`src/packed_hsl_to_rgba_top_assert.svh`:
```
// Assertion macros for the packed HSL to RGBA converter.
// Included by the converter's top level; needs no other file.
`ifndef PACKED_HSL_TO_RGBA_TOP_ASSERT_SVH
`define PACKED_HSL_TO_RGBA_TOP_ASSERT_SVH
`ifndef SYNTHESIS
// Checked only outside reset.
`define PHR_ASSERT(label, clk, rst, prop, msg) \
  label: assert property (@(posedge clk) disable iff (rst) prop) else $error(msg);
// Checked at every edge, reset included.
`define PHR_ASSERT_ALWAYS(label, clk, prop, msg) \
  label: assert property (@(posedge clk) prop) else $error(msg);
`else
`define PHR_ASSERT(label, clk, rst, prop, msg)
`define PHR_ASSERT_ALWAYS(label, clk, prop, msg)
`endif
`endif

```
`src/phr_pkg.sv`:
```
// Types, constants and decode functions for the packed HSL to RGBA converter.
// Stands alone; used by packed_hsl_to_rgba_top.
`default_nettype none

package phr_pkg;

  localparam int OUT_BITS_DEFAULT = 8;

  // Q16 values up to and including 1.0 need 17 bits.
  localparam int Q_W = 17;
  localparam int D_W = 18;
  localparam int F_W = 18;
  localparam int M_W = 20;

  localparam logic [Q_W-1:0] ONE_Q16   = 17'd65536;
  localparam logic [15:0]    HALF_Q16  = 16'd32768;
  localparam logic [Q_W-1:0] THIRD_Q16 = 17'd21845;

  // 65536 = 127 * 516 + 4 and 65536 = 7 * 9362 + 2.
  localparam logic [Q_W-1:0] LIT_STEP = 17'd516;
  localparam logic [Q_W-1:0] SAT_STEP = 17'd9362;

  // ceil(2^32 / 255); exact floor division by 255 for operands below 2^24.
  localparam logic [24:0] RECIP_255 = 25'd16843010;

  typedef enum logic [1:0] {
    PC_RISE,
    PC_HIGH,
    PC_FALL,
    PC_LOW
  } piece_t;

  typedef struct packed {
    piece_t         piece;
    logic [F_W-1:0] slope;
  } chan_sel_t;

  // Lightness / 127 in Q16, rounded half up.
  function automatic logic [Q_W-1:0] lit_to_q16(input logic [6:0] lit);
    logic [Q_W-1:0] base;
    base = Q_W'(lit) * LIT_STEP;
    return base + Q_W'(lit >= 7'd16) + Q_W'(lit >= 7'd48)
         + Q_W'(lit >= 7'd80) + Q_W'(lit >= 7'd112);
  endfunction

  // Saturation / 7 in Q16, rounded half up.
  function automatic logic [Q_W-1:0] sat_to_q16(input logic [2:0] sat);
    logic [Q_W-1:0] base;
    base = Q_W'(sat) * SAT_STEP;
    return base + Q_W'(sat >= 3'd2) + Q_W'(sat >= 3'd6);
  endfunction

  // Picks the segment of the hue ramp and the slope factor that goes with it.
  function automatic chan_sel_t hue_piece(input logic [Q_W-1:0] t);
    logic [18:0] t6;
    logic [18:0] t3;
    chan_sel_t   sel;
    t6 = 19'(t) * 19'd6;
    t3 = 19'(t) * 19'd3;
    if (t6 < 19'd65536) begin
      sel.piece = PC_RISE;
      sel.slope = F_W'(t6);
    end else if (t < 17'd32768) begin
      sel.piece = PC_HIGH;
      sel.slope = '0;
    end else if (t3 < 19'd131072) begin
      sel.piece = PC_FALL;
      sel.slope = F_W'(19'd262144 - t6);
    end else begin
      sel.piece = PC_LOW;
      sel.slope = '0;
    end
    return sel;
  endfunction

endpackage

`default_nettype wire

```
`src/packed_hsl_to_rgba_top.sv`:
```
// Packed HSL to RGBA converter: six-stage pipeline with stream ports.
// Depends on phr_pkg and packed_hsl_to_rgba_top_assert.svh.
`default_nettype none

`include "packed_hsl_to_rgba_top_assert.svh"

// Takes one packed 6/3/7 HSL color and a transparency byte per item and returns
// rounded, clamped red, green, blue and opacity of OUT_BITS bits each. One item
// enters every cycle while the output is not stalled; a result leaves once it has
// passed all six register stages: operand decode, the L*S product and ramp selection,
// the q/p arithmetic and ramp height, the slope product, the output scaling product and
// the final rounding. Each stage holds its item until the next one is free, so bubbles
// close up under a stalled output and input is taken while any stage is empty.
module packed_hsl_to_rgba_top
  import phr_pkg::*;
#(
  parameter int OUT_BITS = OUT_BITS_DEFAULT
) (
  input  wire logic                                clk,
  input  wire logic                                rst,
  input  wire logic                                s_axis_tvalid,
  output logic                                     s_axis_tready,
  // packed_color [15:0], transparency [23:16]
  input  wire logic [23:0]                         s_axis_tdata,
  output logic                                     m_axis_tvalid,
  input  wire logic                                m_axis_tready,
  // red, green, blue, opacity, OUT_BITS each from the lowest bit up, zero padded
  output logic [((4*OUT_BITS+7)/8)*8-1:0]          m_axis_tdata
);

  localparam int OUT_W = ((4*OUT_BITS+7)/8)*8;
  localparam int NS    = 6;
  localparam int N_W   = 8 + OUT_BITS;
  localparam int R_W   = N_W + 25;
  localparam int P_W   = Q_W + OUT_BITS;
  localparam logic [OUT_BITS-1:0] OUT_MAX = '1;

  logic [NS-1:0] vld;
  logic [NS-1:0] en;

  // Stage 1: decoded operands.
  logic [Q_W-1:0]      lq1, sq1;
  logic                grey1;
  logic [Q_W-1:0]      t1 [3];
  logic [N_W-1:0]      opn1;
  // Stage 2: L*S and ramp selection.
  logic [Q_W-1:0]      lq2, sq2, ls2;
  logic                grey2;
  chan_sel_t           sel2 [3];
  logic [OUT_BITS-1:0] op2;
  // Stage 3: q, p and the ramp height.
  logic [Q_W-1:0]      lq3;
  logic                grey3;
  logic [D_W-1:0]      q3, p3, d3;
  chan_sel_t           sel3 [3];
  logic [OUT_BITS-1:0] op3;
  // Stage 4: slope products.
  logic [Q_W-1:0]      lq4;
  logic                grey4;
  logic [D_W-1:0]      q4, p4;
  logic [M_W-1:0]      m4 [3];
  piece_t              pc4 [3];
  logic [OUT_BITS-1:0] op4;
  // Stage 5: channels scaled to the output range.
  logic [P_W-1:0]      prod5 [3];
  logic [OUT_BITS-1:0] op5;
  // Stage 6: output register.
  logic [OUT_BITS-1:0] chan6 [3];
  logic [OUT_BITS-1:0] op6;

  // Stage 1 logic.
  logic [15:0]    col;
  logic [7:0]     tr;
  logic [Q_W-1:0] h_full;
  logic [Q_W-1:0] t_red;
  logic [Q_W-1:0] t_red_raw;
  logic [Q_W-1:0] t_blue;

  // Later stage logic.
  logic [33:0]    ls_prod;
  logic [R_W-1:0] op_prod;
  logic [D_W-1:0] q_c, p_c, two_l;
  logic [35:0]    m_prod [3];
  logic [M_W:0]   v_wide [3];
  logic [Q_W-1:0] v_clamp [3];
  logic [P_W-1:0] v_round [3];
  logic [OUT_BITS:0] v_top [3];

  // A stage takes a new item when it is empty or its item moves on.
  always_comb begin
    en[NS-1] = !vld[NS-1] || m_axis_tready;
    for (int i = NS - 2; i >= 0; i--) begin
      en[i] = !vld[i] || en[i+1];
    end
  end

  assign s_axis_tready = en[0];
  assign m_axis_tvalid = vld[NS-1];
  assign m_axis_tdata  = OUT_W'({op6, chan6[2], chan6[1], chan6[0]});

  always_ff @(posedge clk) begin
    if (rst) begin
      vld <= '0;
    end else begin
      if (en[0]) begin
        vld[0] <= s_axis_tvalid;
      end
      for (int i = 1; i < NS; i++) begin
        if (en[i]) begin
          vld[i] <= vld[i-1];
        end
      end
    end
  end

  always_comb begin
    col       = s_axis_tdata[15:0];
    tr        = s_axis_tdata[23:16];
    h_full    = {1'b0, col[15:10], 10'b0};
    t_red_raw = h_full + THIRD_Q16;
    t_red     = (t_red_raw > ONE_Q16) ? (t_red_raw - ONE_Q16) : t_red_raw;
    t_blue    = (h_full < THIRD_Q16) ? (h_full + ONE_Q16 - THIRD_Q16)
                                     : (h_full - THIRD_Q16);
  end

  always_ff @(posedge clk) begin
    if (en[0]) begin
      lq1   <= lit_to_q16(col[6:0]);
      sq1   <= sat_to_q16(col[9:7]);
      grey1 <= (col[9:7] == 3'd0);
      t1[0] <= t_red;
      t1[1] <= h_full;
      t1[2] <= t_blue;
      opn1  <= N_W'(8'd255 - tr) * N_W'(OUT_MAX) + N_W'(127);
    end
  end

  always_comb begin
    ls_prod = 34'(lq1) * 34'(sq1) + 34'(HALF_Q16);
    op_prod = R_W'(opn1) * R_W'(RECIP_255);
  end

  always_ff @(posedge clk) begin
    if (en[1]) begin
      lq2   <= lq1;
      sq2   <= sq1;
      grey2 <= grey1;
      ls2   <= ls_prod[32:16];
      op2   <= op_prod[32 +: OUT_BITS];
      for (int c = 0; c < 3; c++) begin
        sel2[c] <= hue_piece(t1[c]);
      end
    end
  end

  always_comb begin
    two_l = {lq2, 1'b0};
    if (lq2 < Q_W'(HALF_Q16)) begin
      q_c = D_W'(lq2) + D_W'(ls2);
    end else begin
      q_c = D_W'(lq2) + D_W'(sq2) - D_W'(ls2);
    end
    p_c = (two_l > q_c) ? (two_l - q_c) : '0;
  end

  always_ff @(posedge clk) begin
    if (en[2]) begin
      lq3   <= lq2;
      grey3 <= grey2;
      q3    <= q_c;
      p3    <= p_c;
      d3    <= q_c - p_c;
      op3   <= op2;
      for (int c = 0; c < 3; c++) begin
        sel3[c] <= sel2[c];
      end
    end
  end

  always_comb begin
    for (int c = 0; c < 3; c++) begin
      m_prod[c] = 36'(d3) * 36'(sel3[c].slope) + 36'(HALF_Q16);
    end
  end

  always_ff @(posedge clk) begin
    if (en[3]) begin
      lq4   <= lq3;
      grey4 <= grey3;
      q4    <= q3;
      p4    <= p3;
      op4   <= op3;
      for (int c = 0; c < 3; c++) begin
        m4[c]  <= m_prod[c][35:16];
        pc4[c] <= sel3[c].piece;
      end
    end
  end

  always_comb begin
    for (int c = 0; c < 3; c++) begin
      case (pc4[c])
        PC_RISE, PC_FALL: v_wide[c] = (M_W+1)'(p4) + (M_W+1)'(m4[c]);
        PC_HIGH:          v_wide[c] = (M_W+1)'(q4);
        default:          v_wide[c] = (M_W+1)'(p4);
      endcase
      if (grey4) begin
        v_wide[c] = (M_W+1)'(lq4);
      end
      v_clamp[c] = (v_wide[c] > (M_W+1)'(ONE_Q16)) ? ONE_Q16 : v_wide[c][Q_W-1:0];
    end
  end

  always_ff @(posedge clk) begin
    if (en[4]) begin
      op5 <= op4;
      for (int c = 0; c < 3; c++) begin
        prod5[c] <= P_W'(v_clamp[c]) * P_W'(OUT_MAX);
      end
    end
  end

  always_comb begin
    for (int c = 0; c < 3; c++) begin
      v_round[c] = prod5[c] + P_W'(HALF_Q16);
      v_top[c]   = v_round[c][P_W-1:16];
    end
  end

  always_ff @(posedge clk) begin
    if (en[5]) begin
      op6 <= op5;
      for (int c = 0; c < 3; c++) begin
        chan6[c] <= (v_top[c] > (OUT_BITS+1)'(OUT_MAX)) ? OUT_MAX
                                                         : v_top[c][OUT_BITS-1:0];
      end
    end
  end

  `PHR_ASSERT_ALWAYS(a_reset_empties, clk, rst |=> !m_axis_tvalid, "output valid after reset")
  `PHR_ASSERT(a_empty_accepts, clk, rst, !m_axis_tvalid |-> s_axis_tready, "stall with empty output")
  `PHR_ASSERT(a_accept_enters, clk, rst, s_axis_tvalid && s_axis_tready |=> vld[0], "item lost at entry")
  `PHR_ASSERT(a_q_above_p, clk, rst, vld[2] |-> q3 >= p3, "ramp bottom above ramp top")

endmodule

`default_nettype wire

```
`config.mk`:
```
export PLATFORM = sky130hd
export DESIGN_NAME = packed_hsl_to_rgba_top
export DESIGN_NICKNAME = d
export VERILOG_FILES = /design/src/phr_pkg.sv /design/src/packed_hsl_to_rgba_top.sv
export VERILOG_INCLUDE_DIRS = /design/src /design/src/src
export SDC_FILE = /design/constraint.sdc
export NUM_CORES = 2
export LEC_CHECK = 0
export BUFFER_PORTS_ARGS = -buffer_cell sky130_fd_sc_hd__buf_2
export CAP_MARGIN = 10
export CORE_MARGIN = 1.5
export CORE_UTILIZATION = 36
export DETAILED_ROUTE_END_ITERATION = 8
export HOLD_SLACK_MARGIN = 0.02
export PLACE_DENSITY = 0.58
export SLEW_MARGIN = 10
export SYNTH_ARGS = -nofsm -noshare
export SYNTH_HDL_FRONTEND = slang
export SYNTH_SLANG_ARGS = --single-unit
export TNS_END_PERCENT = 10
```
`constraint.sdc`:
```
create_clock -name clk -period 10.3 [get_ports clk]
set_input_delay 0.515 -clock clk [delete_from_list [all_inputs] [get_ports clk]]
set_output_delay 0.515 -clock clk [all_outputs]
set_load 0.02 [all_outputs]
```
======== Word level (Yosys, flattened, before mapping) ========
Memory sizes are Yosys's and may differ from the RTL's.
Index checks and enable logic that the tools add are counted.
word-level totals
  memory bits (writable) .................. 336
  memories kept ........................... 7
  word-level logic and storage cells ...... 173
  register bits after elaboration ......... 275
operators by class
  reduce and logical (&&, ||, !) cells .... 19
  $lt $le $gt $ge ......................... 25
  equality and inequality tests ........... 6
  mux-type cells .......................... 40
  $add $sub $neg .......................... 31
  $mul .................................... 17
memories
  name         depth  width  read ports  clocked after memory_dff  wr ports  line                          source
  prod5        3      25     3           0                         3         packed_hsl_to_rgba_top.sv:65  logic [P_W-1:0] prod5 [3];
  m4           3      20     3           0                         3         packed_hsl_to_rgba_top.sv:61  logic [M_W-1:0] m4 [3];
  sel2         3      20     3           0                         3         packed_hsl_to_rgba_top.sv:49  chan_sel_t sel2 [3];
  sel3         3      20     3           0                         3         packed_hsl_to_rgba_top.sv:55  chan_sel_t sel3 [3];
  t1           3      17     3           0                         3         packed_hsl_to_rgba_top.sv:44  logic [Q_W-1:0] t1 [3];
  chan6        3      8      3           0                         3         packed_hsl_to_rgba_top.sv:68  logic [OUT_BITS-1:0] chan6 [3];
  +1 memories  -      -      -           -                         -         -
operators by type and width
  operator                                                                           count
  20-bit 2-to-1 mux                                                                  9
  21-bit one-hot mux with 2 select lines                                             3
  36-bit by 16-bit adder with 36-bit output, second input constant                   3
  18-bit by 18-bit multiplier with 36-bit output                                     3
  17-bit by 1-bit adder with 17-bit output                                           6
  17-bit 2-to-1 mux                                                                  5
  25-bit by 16-bit adder with 25-bit output, second input constant                   3
  17-bit by 8-bit multiplier with 25-bit output, second input constant               3
  17-bit by 16-bit < comparator with 1-bit output, second input constant             4
  18-bit by 20-bit adder with 21-bit output                                          3
  21-bit by 17-bit greater-than comparator with 1-bit output, second input constant  3
  21-bit 2-to-1 mux                                                                  3
  19-bit by 17-bit < comparator with 1-bit output, second input constant             3
  19-bit by 18-bit < comparator with 1-bit output, second input constant             3
  17-bit by 2-bit multiplier with 19-bit output, second input constant               3
  19-bit 2-to-1 mux                                                                  3
  17-bit by 2-bit multiplier with 18-bit output, second input constant               3
  1-bit by 18-bit subtractor with 18-bit output, first input constant                3
  16-bit by 24-bit multiplier with 39-bit output, second input constant              1
  17-bit by 17-bit adder with 18-bit output                                          2
  18-bit 2-to-1 mux                                                                  2
  18-bit subtractor                                                                  2
  33-bit by 16-bit adder with 33-bit output, second input constant                   1
  17-bit by 17-bit multiplier with 33-bit output                                     1
  other kinds (29)                                                                   63

======== Logic depth before layout (Yosys ltp) ========
  word-level depth ........................ 9
  depth in mapped cells ................... 35
  depth with buffers taken out ............ 34

======== Worst setup path after synthesis ========
OpenSTA, ideal clock, no wires.
  path kind ............................... reg2reg
  start ................................... register p4[1]
  end ..................................... memory prod5[0][48] (netlist name) (data pin)
  stages on the path, launching flop included .. 31
  data required time ...................... 10042 ps
  setup slack ............................. 2633 ps
  arrival time ............................ 7409 ps
  cell sequence ........................... edfxtp_1 > inv_1 > fa_1 > nor2b_1 > o31a_1 > o21ai_1 > a21oi_1 > xnor2_1 > a221oi_1 > or4_1 > o31ai_1 > buf_2 > buf_2 > and3_1 > inv_1 > fa_1 > fa_1 > inv_1 > fa_1 > inv_1 > fa_1 > inv_1 > ha_1 > a21oi_1 > nor2b_1 > o21ai_0 > nand4_1 > or2_2 > a311o_1 > a21oi_1 > xnor2_1
RTL lines
  item                    line                           source
  start, declared         packed_hsl_to_rgba_top.sv:60   logic [D_W-1:0] q4, p4;
  start signal, assigned  packed_hsl_to_rgba_top.sv:191  p4 <= p3;
  end, declared           packed_hsl_to_rgba_top.sv:65

==> results.md <==
CTS:
- In this run, post-CTS repair resized a total of 0 instances.
- The root buffer selected by CTS is clkbuf_16.
- The number of setup buffers added after CTS is 0.
- After clock tree synthesis, the flow added hold-fix buffers numbering 0.
- TritonCTS built the clock tree.
- The clock net in this run drives a total of 475 sinks.
- The buffer levels on the longest clock path is 3.
- The CTS H-tree depth is 2.
- The clock reaches the later pin of the worst-skew pair after 670 ps.
- The clock edge transition at the registers on the reported setup and hold paths is 60 ps.
- The CTS buffer count is 56.

Die:
- The floorplan die area is 189000 µm².
- The top-level port count is 62.
- The floorplan step defined a core boundary enclosing 185000 µm².
- The die is 434 µm wide.
- The die is 434 µm tall.
- The count of standard-cell rows is 158.
- The starting density of the core is 36.2%.

Logic synthesis:
- After synthesis, the cell types taking the most area are fa_1 (30%), edfxtp_1 (21%), ha_1 (17%), inv_1 (7.4%), and2_1 (3.4%).
- The fraction of synthesized cell area taken by the top area cell type is 30.4%.
- The yosys synthesis warning count is 0.
- The mean post-synth cell area is 10.3 µm².
- The synthesized net count is 8451.
- Synthesis produced 6504 cells.
- The combined area of all synthesized cells is 67000 µm².
- The netlist uses 87 different library cells.
- Counting flops with a built-in enable in the synthesized netlist gives 469.
- The most area-hungry cell type in the Yosys netlist is fa_1.
- The most common flop cell mapped by yosys is edfxtp_1.
- The post-synthesis sequential area ratio is 21.2%.
- The synthesized design contains 475 register bits.
- Counting flops with an async set or reset pin after synthesis yields a share of 0%.

GRT:
- The number of global-route vias before repair came to 47200.
- Across every metal layer, demand over resource in global routing totals 17.5%.
- The number of antenna violations at the first check in global routing is 8.
- The global route total overflow is 0.
- The largest net degree at the start of global routing is 80.
- The first-pass GRT wire length is 259000 µm.

Routing:
- The post-route antenna net violation count is 0.
- After detailed routing, the average wire length per cell comes to 17.8 µm.
- The final routed DRC violation total is 0.
- The number of detailed-routing iterations run before antenna repair is 6.
- Summing over every cut layer, the via total after detailed routing is 44200.
- For this block, the routed nets add up to 161000 µm of wire.
- The ratio of routed vias to standard cells is 4.89.
- The starting DRC count in detailed routing is 2396.

Min path:
- The class of the tightest hold or removal check is in -> reg.

Outcome:
- The flow ran to the end, and the final reports show no timing, DRC or antenna violations.

Critical path:
- The required time of the critical path is 10680 ps.
- The endpoint kind of the worst setup timing path is a flip-flop.
- The worst setup path is launched from a flip-flop.
- In this run the worst path has a maximum fanout of 20.
- By startpoint and endpoint, the worst setup path is classified as reg -> reg.
- The worst-path cell with the longest stage delay is or4_1.
- The largest stage delay on the critical path is 560 ps.
- The arrival time of data at the critical path endpoint is 8900 ps.

STA:
- Setup repair after global routing left no endpoint under its margin.
- After routing, the total negative slack on setup checks comes to 0 ps.
- The final critical path takes up 82.8% of the cycle.
- Setup violations remaining at the end of the flow were counted as 0.
- The final critical delay including setup and external delays is 8530 ps.
- Static timing analysis puts the maximum clock frequency at 117 MHz.
- Between clock sinks in the finished design, the worst skew comes to 51.8 ps.
- The max-slew violation count is 0.
- The final number of hold-violating endpoints is 0.
- The slew at the pin closest to its max-slew limit is 1020 ps.
- In this run the tightest slew margin relative to its limit is 31.9%.

Cells and area:
- The post-route core utilization is 38.9%.
- The post-route netlist has 4.09% of its cells at a drive strength greater than 1.
- The growth of design area from synthesis to finish is 7.59%.
- The net count of the finished layout is 8453.

Placed design:
- The placer's final routability congestion estimate is 0.900.
- The detailed placer's ending HPWL is 130000 µm.
- Input and output buffers added on the ports amount to 61.

Flow run:
- Max-cap violations in this run came to 0.
-- layer usage --
| metal | track usage (%) | share of wire [%] | up-vias |
|---|---|---|---|
| met5 | 0 | 0.020 | - |
| met4 | 4.26 | 2.4 | 6 |
| met3 | 1.71 | 4.1 | 196 |
| met2 | 30.3 | 49 | 829 |
| met1 | 23.4 | 45 | 22300 |
| li1 | - | - | 20900 |
-- registers in the layout, indices dropped and copies added (netlist names), 17 cells and up --
name	count
d3	18
ls2	17
lq1	17
sq1	17
m4	60
q3	18
chan6	24
sel2	31
sq2	17
p3	18
t1	18
q4	18
sel3	31
lq3	17
p4	18
lq2	17
lq4	17
prod5	30
-- cell usage after synthesis, types with 56 or more instances --
| library cell | n |
|---|---|
| ha_1 | 904 |
| a21o_1 | 71 |
| xor2_1 | 96 |
| a21oi_1 | 205 |
| xnor2_1 | 192 |
| inv_1 | 1326 |
| o21ai_0 | 122 |
| clkbuf_1 | 146 |
| edfxtp_1 | 469 |
| nand3_1 | 57 |
| and3_1 | 56 |
| nor2_1 | 208 |
| nor3_1 | 69 |
| nand2_1 | 589 |
| fa_1 | 1015 |
| and2_1 | 360 |
-- cell type report --
type | count | area, µm²
clock buffer | 61 | 1440
multi-input combinational | 4537 | 47100
timing repair buffer | 108 | 658
antenna | 5 | 12.5
tap | 2480 | 3100
sequential | 475 | 14200
fill | 18300 | 113000
clock inverter | 45 | 495
inverter | 1328 | 4990
-- cell families after synthesis --
family          synth area share [%]
flops                           21.2
fa+ha+maj                       47.2
compound gates                  6.82
xor+xnor                        3.77
buf+inv                         8.42
simple gates                    11.5
other cells                  0.00560
mux                             1.03
-- path summary, 6_finish.rpt --
check / endpoint / cells past startpoint / slack (ps) / startpoint
max: prod5[0][48] / 32 / 1770 / p4[1]
min: vld[0] / 2 / 90 / rst
max reg2reg: prod5[0][48] / 32 / 1770 / p4[1]
min reg2reg: op6[5] / 0 / 380 / op5[5]
-- critical path, delay by kind of cell, from the launching register on --
family                     cells  cell delay, ps
buffers and inverters          6             650
xor gates and xnor gates       2             240
adders and majority gates      6            2620
and+or+nand+nor                7            2020
DFF                            1             500
AOI/OAI and AO/OA             11            2170
-- placed cells by master, fill, tap and decap left out, drive strengths merged, types with 56 or more instances in the layout --
cell type,synthesis,layout
nor2,208,208
a21o,71,71
edfxtp,469,469
xnor2,192,192
o21ai,126,126
a21oi,206,206
nand3,58,58
inv,1328,1337
and3,56,56
nor3,69,69
fa,1015,1015
xor2,96,96
clkbuf,146,61
and2,362,362
buf,18,108
ha,904,904
nand2,591,591
-- through the flow --
step / instances / setup WS [ps] / hold WS (ps) / cell area, µm²
after floorplan: 6504 / 2630 / 400 / 67000
after global routing: 9036 / 1060 / 70.6 / 72000
after detailed placement: 8928 / 1780 / 405 / 70100
final: 9039 / 1770 / 86.1 / 72000
after global placement: 8928 / 1880 / 403 / 70100
after CTS: 9034 / 1720 / 40.2 / 72000
Power is left out: the tool's default activity adds up to more than one toggle a clock period on the data nets, which glitch-free logic cannot reach.
